File: src/hw/rtl/rks_pkg.sv
package rks_pkg;

  localparam int DEPTH  = 1024;
  localparam int AW     = $clog2(DEPTH);
  localparam int DW     = 32;
  localparam int CW     = AW + 1;

  localparam logic CMD_LOAD  = 1'b0;
  localparam logic CMD_QUERY = 1'b1;

  localparam logic STATUS_OK  = 1'b0;
  localparam logic STATUS_ERR = 1'b1;

  typedef logic signed [DW-1:0] val_t;
  typedef logic [AW-1:0]        addr_t;
  typedef logic [CW-1:0]        cnt_t;

  typedef struct packed {
    logic  start;
    logic  mode_count;   // 0: min/max pass, 1: count elements <= mid
    addr_t first;
    addr_t last;
    val_t  mid;
  } scan_ctl_t;

  typedef struct packed {
    logic done;
    val_t vmin;
    val_t vmax;
    cnt_t cnt;
  } scan_res_t;

endpackage

File: src/hw/rtl/rks_scan.sv
module rks_scan import rks_pkg::*; (
  input  logic      clk,
  input  logic      rst_n,
  input  scan_ctl_t ctl,
  output addr_t     raddr,
  input  val_t      rdata,
  output scan_res_t res
);

  logic  busy_r, busy_nxt;
  addr_t addr_r, addr_nxt;
  addr_t last_r, last_nxt;
  logic  mode_r, mode_nxt;
  val_t  mid_r, mid_nxt;
  logic  rd_vld_r, rd_vld_nxt;
  logic  rd_last_r, rd_last_nxt;
  logic  have_r, have_nxt;
  val_t  vmin_r, vmin_nxt;
  val_t  vmax_r, vmax_nxt;
  cnt_t  cnt_r, cnt_nxt;
  logic  done_r, done_nxt;

  always_comb begin
    busy_nxt    = busy_r;
    addr_nxt    = addr_r;
    last_nxt    = last_r;
    mode_nxt    = mode_r;
    mid_nxt     = mid_r;
    rd_vld_nxt  = 1'b0;
    rd_last_nxt = 1'b0;
    have_nxt    = have_r;
    vmin_nxt    = vmin_r;
    vmax_nxt    = vmax_r;
    cnt_nxt     = cnt_r;
    done_nxt    = 1'b0;

    if (ctl.start) begin
      busy_nxt = 1'b1;
      addr_nxt = ctl.first;
      last_nxt = ctl.last;
      mode_nxt = ctl.mode_count;
      mid_nxt  = ctl.mid;
      have_nxt = 1'b0;
      cnt_nxt  = '0;
    end else if (busy_r) begin
      rd_vld_nxt  = 1'b1;
      rd_last_nxt = (addr_r == last_r);
      if (addr_r == last_r) begin
        busy_nxt = 1'b0;
      end else begin
        addr_nxt = addr_r + addr_t'(1);
      end
    end

    // one element per cycle from the RAM read port, in the mode chosen at start
    if (rd_vld_r) begin
      if (mode_r) begin
        if (rdata <= mid_r) begin
          cnt_nxt = cnt_r + cnt_t'(1);
        end
      end else if (!have_r) begin
        have_nxt = 1'b1;
        vmin_nxt = rdata;
        vmax_nxt = rdata;
      end else begin
        if (rdata < vmin_r) vmin_nxt = rdata;
        if (rdata > vmax_r) vmax_nxt = rdata;
      end
      done_nxt = rd_last_r;
    end
  end

  always_ff @(posedge clk) begin
    if (!rst_n) begin
      busy_r    <= 1'b0;
      rd_vld_r  <= 1'b0;
      rd_last_r <= 1'b0;
      done_r    <= 1'b0;
    end else begin
      busy_r    <= busy_nxt;
      rd_vld_r  <= rd_vld_nxt;
      rd_last_r <= rd_last_nxt;
      done_r    <= done_nxt;
    end
    addr_r <= addr_nxt;
    last_r <= last_nxt;
    mode_r <= mode_nxt;
    mid_r  <= mid_nxt;
    have_r <= have_nxt;
    vmin_r <= vmin_nxt;
    vmax_r <= vmax_nxt;
    cnt_r  <= cnt_nxt;
  end

  assign raddr    = addr_r;
  assign res.done = done_r;
  assign res.vmin = vmin_r;
  assign res.vmax = vmax_r;
  assign res.cnt  = cnt_r;

endmodule

File: config.mk
export PLATFORM = sky130hd
export DESIGN_NAME = rks_scan
export DESIGN_NICKNAME = d
export VERILOG_FILES = /design/src/hw/rtl/rks_pkg.sv /design/src/hw/rtl/rks_scan.sv
export SDC_FILE = /design/constraint.sdc
export NUM_CORES = 1
export LEC_CHECK = 0
export BUFFER_PORTS_ARGS = -buffer_cell sky130_fd_sc_hd__buf_2
export CORE_UTILIZATION = 45
export DETAILED_ROUTE_END_ITERATION = 12
export GPL_ROUTABILITY_DRIVEN = 0
export PLACE_DENSITY = 0.69
export SETUP_SLACK_MARGIN = 0.3
export SLEW_MARGIN = 10
export SYNTH_ARGS = -nofsm -noshare
export SYNTH_HDL_FRONTEND = slang
export SYNTH_SLANG_ARGS = --single-unit
File: constraint.sdc
create_clock -name clk -period 6.22 [get_ports clk]
set_input_delay 0.311 -clock clk [delete_from_list [all_inputs] [get_ports clk]]
set_output_delay 0.311 -clock clk [all_outputs]
set_load 0.03 [all_outputs]
==> Yosys cells after proc, flatten, opt, wreduce, memory -nomap -nowiden <==
Cells that the tools add are included.
{ "classes": {"addsub": 2, "n_reduce_logical": 7, "n_lt_le_gt_ge": 3, "bitwise": 3, "muxes": 19, "n_eq_ne": 4} }
{ "op_table": {"columns": ["cell", "n"], "rows": [
  ["$mux 32", 4],
  ["$mux 11", 4],
  ["$gt 32x32->1", 1],
  ["$le 32x32->1", 1],
  ["$lt 32x32->1", 1],
  ["$mux 10", 3],
  ["$add 11x1->11 const B", 1],
  ["$add 10x1->10 const B", 1],
  ["$eq 10x10->1", 1],
  ["$mux 1", 8],
  ["$reduce_and 3->1", 2],
  ["$ne 2x1->1 const B", 2],
  ["$reduce_and 2->1", 2],
  ["$not 1->1", 3],
  ["$reduce_or 3->1", 1],
  ["$ne 2x2->1 const B", 1],
  ["$reduce_bool 2->1", 1],
  ["$reduce_or 2->1", 1]
]} }
{ "totals": {"register_bits": 133, "output_inout_bits": 86, "inputBits": 88} }

==> Logic depth before layout (Yosys ltp) <==
{ "depth": {"ltp_word": 4, "ltp_mapped": 11} }

==> Least setup slack after synthesis <==
OpenSTA, ideal clock, no wires.
{ "synth_path": {"path_type": "register to register", "startpoint": "reg vmax_r[1]", "endpoint": "reg vmax_r[0] (enable)", "t_arrival_ns": 4.182, "setup_ns": 0.470, "n_path_buf": 0, "path_stages_with_launch": 11, "slack_ns": 1.568, "cell_sequence": "edfxtp_1 -> inv_1 -> ha_1 -> nor2b_1 -> o21a_1 -> o21a_1 -> o21ai_0 -> a21o_1 -> a31oi_1 -> mux2i_1 -> a211oi_1"} }
{ "synth_between": {"elab_chain_len": 3} }
{ "synth_lines": {"columns": ["element", "line", "rtl"], "rows": [
  ["from (decl)", "rks_scan.sv:19", "val_t vmax_r, vmax_nxt;"],
  ["from (signal assigned)", "rks_scan.sv:91", "vmax_r <= vmax_nxt;"],
  ["$gt 32x32->1", "rks_scan.sv:67", "if (rdata > vmax_r) vmax_nxt = rdata;"],
  ["$ne 2x1->1 (no source line)", null, null],
  ["$reduce_and 3->1 (no source line)", null, null]
]} }
Every way passes these cells.
A chain may end at the register's enable or synchronous reset.

==> Final worst setup path <==
{ "layout_path": {"startpoint": "reg vmax_r[27]", "endpoint": "reg vmax_r[25] (enable)"} }
Same word-level chain as after synthesis.

==> reports/qor.csv <==
stage,metric,value,unit
sta,setup_viol,0,
setup_path,worst_path_dominant_cell_family,simple AND/OR/NAND/NOR gates,
synth,synthArstFlopShare,0,
grt,grt_pass1_vias,5162,
routing,wl_met3,906,µm
setup_path,reg2regPathDepth,11,
placed_design,place_hpwl,12.3,mm
grt,grt_overflow,0,
sta,skew,0.00870,ns
clocking,cts_made_buffers,17,
die,start_util,0.461,
die,io_pins,174,
setup_path,critPathArrivalTime,3.23,ns
die,dieArea,0.0161,mm²
synth,synth_top_area_share,0.501,
routing,detail_route.iter0.violations,305,
finish,finalNetCount,967,
synth,avgSynthCellArea,11.8,µm²
clocking,root_buffer,clkbuf_16,
sta,finalCritPeriodShare,0.506,
synth,ys_warn_count,0,
finish,fin_cells,984,
sta,clock.fmax,318,MHz
grt,grt_pass1_wl,25.0,mm
setup_path,path_common_cell,nor2_1,
placed_design,dp.cells,951,
synth,ys.flop_type,edfxtp_1,
synth,syn_area,0.00701,mm²
setup_path,path_buf_inv,2,
grt,grt_usage,0.205,
routing,wl,15.9,mm
routing,routed.top_layer,met5,
clocking,insertion_delay,0.41,ns
routing,routedWlPerCell,16.2,µm
clocking,path_clk_slew,0.05,ns
placed_design,portBuffers,173,
routing,drc,0,
sta,rsz0062_at_grt,no,
setup_path,required,6.30,ns
synth,synthesis.nets,777,
sta,max_slew_margin,0.458,
clocking,post_cts_buffers,0,
routing,vias_per_cell,5.21,
sta,period_minus_slack,3.15,ns
min_path,holdCritStartpoint,ctl[9],
synth,synth_edf_count,117,
min_path,min_path_type,input port to flip-flop,
finish,n_fill_cell,1281,
finish,drive_gt1_frac,0.263,
setup_path,worst_setup_path_start_kind,flip-flop,
synth,ys_seq_elements,133,
synth,synthDominantAreaCellType,edfxtp_1,
setup_path,r2r_slack,3.07,ns
power_and_ir_drop,vdd_drop_max,174,µV
routing,met1Wirelength,6.92,mm
sta,setup_tns,0,ns
power_and_ir_drop,leakagePower,4.11,nW
sta,finalMaxSlewViolations,0,
clocking,htree_levels,4,
grt,antenna_found_initial,1,
routing,num_vias,5127,
die,rows,45,
setup_path,reg2reg_from,vmax_r[27],
die,die_h,127,µm
die,coreArea,0.0152,mm²
die,fp.dieW,127,µm
min_path,whs_endpoint,mid_r[9],
sta,hold_viol,0,
routing,route.met2.wl,7.78,mm
setup_path,critical_path_class,flip-flop to flip-flop,
min_path,holdPathStages,1,
clocking,ctsHoldBuffers,0,
clocking,cts_buffer_depth,2,
synth,synth-seq-area-share,0.547,
setup_path,end_kind,flip-flop,
setup_path,r2r_end,vmax_r[25],
job,maxCapViolCount,0,
synth,yosys-top-cells-area,"edfxtp_1 50%, ha_1 17%, inv_1 5.2%",
synth,synth_commonest_cells,"117 x edfxtp_1, 98 x inv_1, 97 x ha_1",
setup_path,cp_slowest_stage_delay,0.53,ns
synth,ys_types,45,
routing,antenna_left,0,
clocking,tritoncts,built,
synth,synth.most_common_cell,edfxtp_1,
synth,syn-instance-count,592,
setup_path,cp_cell_sequence,"inv_1, ha_1, nand4_1, nor2_1, nand2_1, nor3_1, nor2_1, a31oi_1, mux2i_1, a211oi_4, buf_4",
finish,syn_to_final_growth,24.0,%
routing,drt-pass1-iter-count,4,
setup_path,slowest_stage,a211oi_4,
setup_path,critPathMaxFanout,23,
clocking,clkSinkCount,133,
sta,tightest_slew,0.814,ns
grt,grt_max_degree,69,
clocking,cts_resized,0,
power_and_ir_drop,p_per_area,257,mW/mm²
run_status,status,completed,
how the worst max path moves through the flow:
stage	start	endpoint	slack (ns)	cells after the start
after detailed placement	rdata[26]	vmax_r[29]	2.95	11
after global placement	rdata[30]	vmax_r[28]	3.03	11
after floorplan	vmax_r[1]	vmax_r[0]	1.57	10
after global routing	vmax_r[27]	vmax_r[26]	2.79	11
final	vmax_r[27]	vmax_r[25]	3.07	11
after CTS	vmax_r[25]	vmax_r[9]	3.02	11
state kept, by name, summed over array words and instances (netlist names):
name       count
vmax_r        32
vmin_r        32
mode_r         1
rd_last_r      1
have_r         1
cnt_r         11
done_r         1
busy_r         1
rd_vld_r       1
raddr         10
mid_r         32
last_r        10
metal layers:
layer  vias up  GRT usage
met5         -          0
met4         2     0.0931
met3        21     0.0616
met2       137      0.344
met1      2429      0.242
li1       2538          -
per-stage QoR:
stage,hold WS [ns],instance area [µm²],utilization,power [mW],setup slack (ns)
floorplan,0.410,7010,-,1.20,1.57
global placement,0.447,8130,0.535,1.30,3.03
detailed placement,0.451,8130,0.535,1.31,2.95
CTS,0.0574,8690,0.572,2.26,3.02
global route,0.0552,8690,0.572,2.33,2.79
finish,0.0753,8700,0.572,2.24,3.07
layout make-up:
| cell class | count | area [µm²] | share of cell area |
|---|---|---|---|
| sequential | 133 | 3830 | 0.441 |
| multi-input combinational | 355 | 2800 | 0.321 |
| timing repair buffer | 177 | 896 | 0.103 |
| clock buffer | 30 | 557 | 0.0640 |
| inverter | 98 | 368 | 0.0423 |
| tap | 188 | 235 | 0.0270 |
| clock inverter | 2 | 10.0 | 0.00115 |
| antenna | 1 | 2.50 | 0.000288 |
cell usage in the layout (no fill, tap or decap), drive strengths merged, types with 13 or more instances in the layout:
cell	instances
a21o	22
a21oi	31
buf	177
clkbuf	30
dfxtp	16
edfxtp	117
ha	97
inv	98
nand2	28
nand3	14
nand4	21
nor2	21
o21ai	23
xor2	13
where the power goes:
group          total [mW]  switching [mW]  internal [mW]
clock network       0.946           0.347          0.600
logic               0.250           0.151         0.0992
registers            1.04          0.0250           1.02
total                2.24           0.523           1.72
cells by family (layout without fill, tap and decap cells):
kind of cell | Yosys count | in the layout | synth area share
DFF | 133 | 133 | 0.547
and+or+nand+nor | 130 | 130 | 0.0976
AOI/OAI and AO/OA | 106 | 106 | 0.0972
buffers and inverters | 104 | 307 | 0.0573
adders and majority gates | 97 | 97 | 0.173
xor gates and xnor gates | 19 | 19 | 0.0237
muxes | 3 | 3 | 0.00446
other | 0 | 1 | 0
Note: power is estimated with default switching activity, not from simulation.
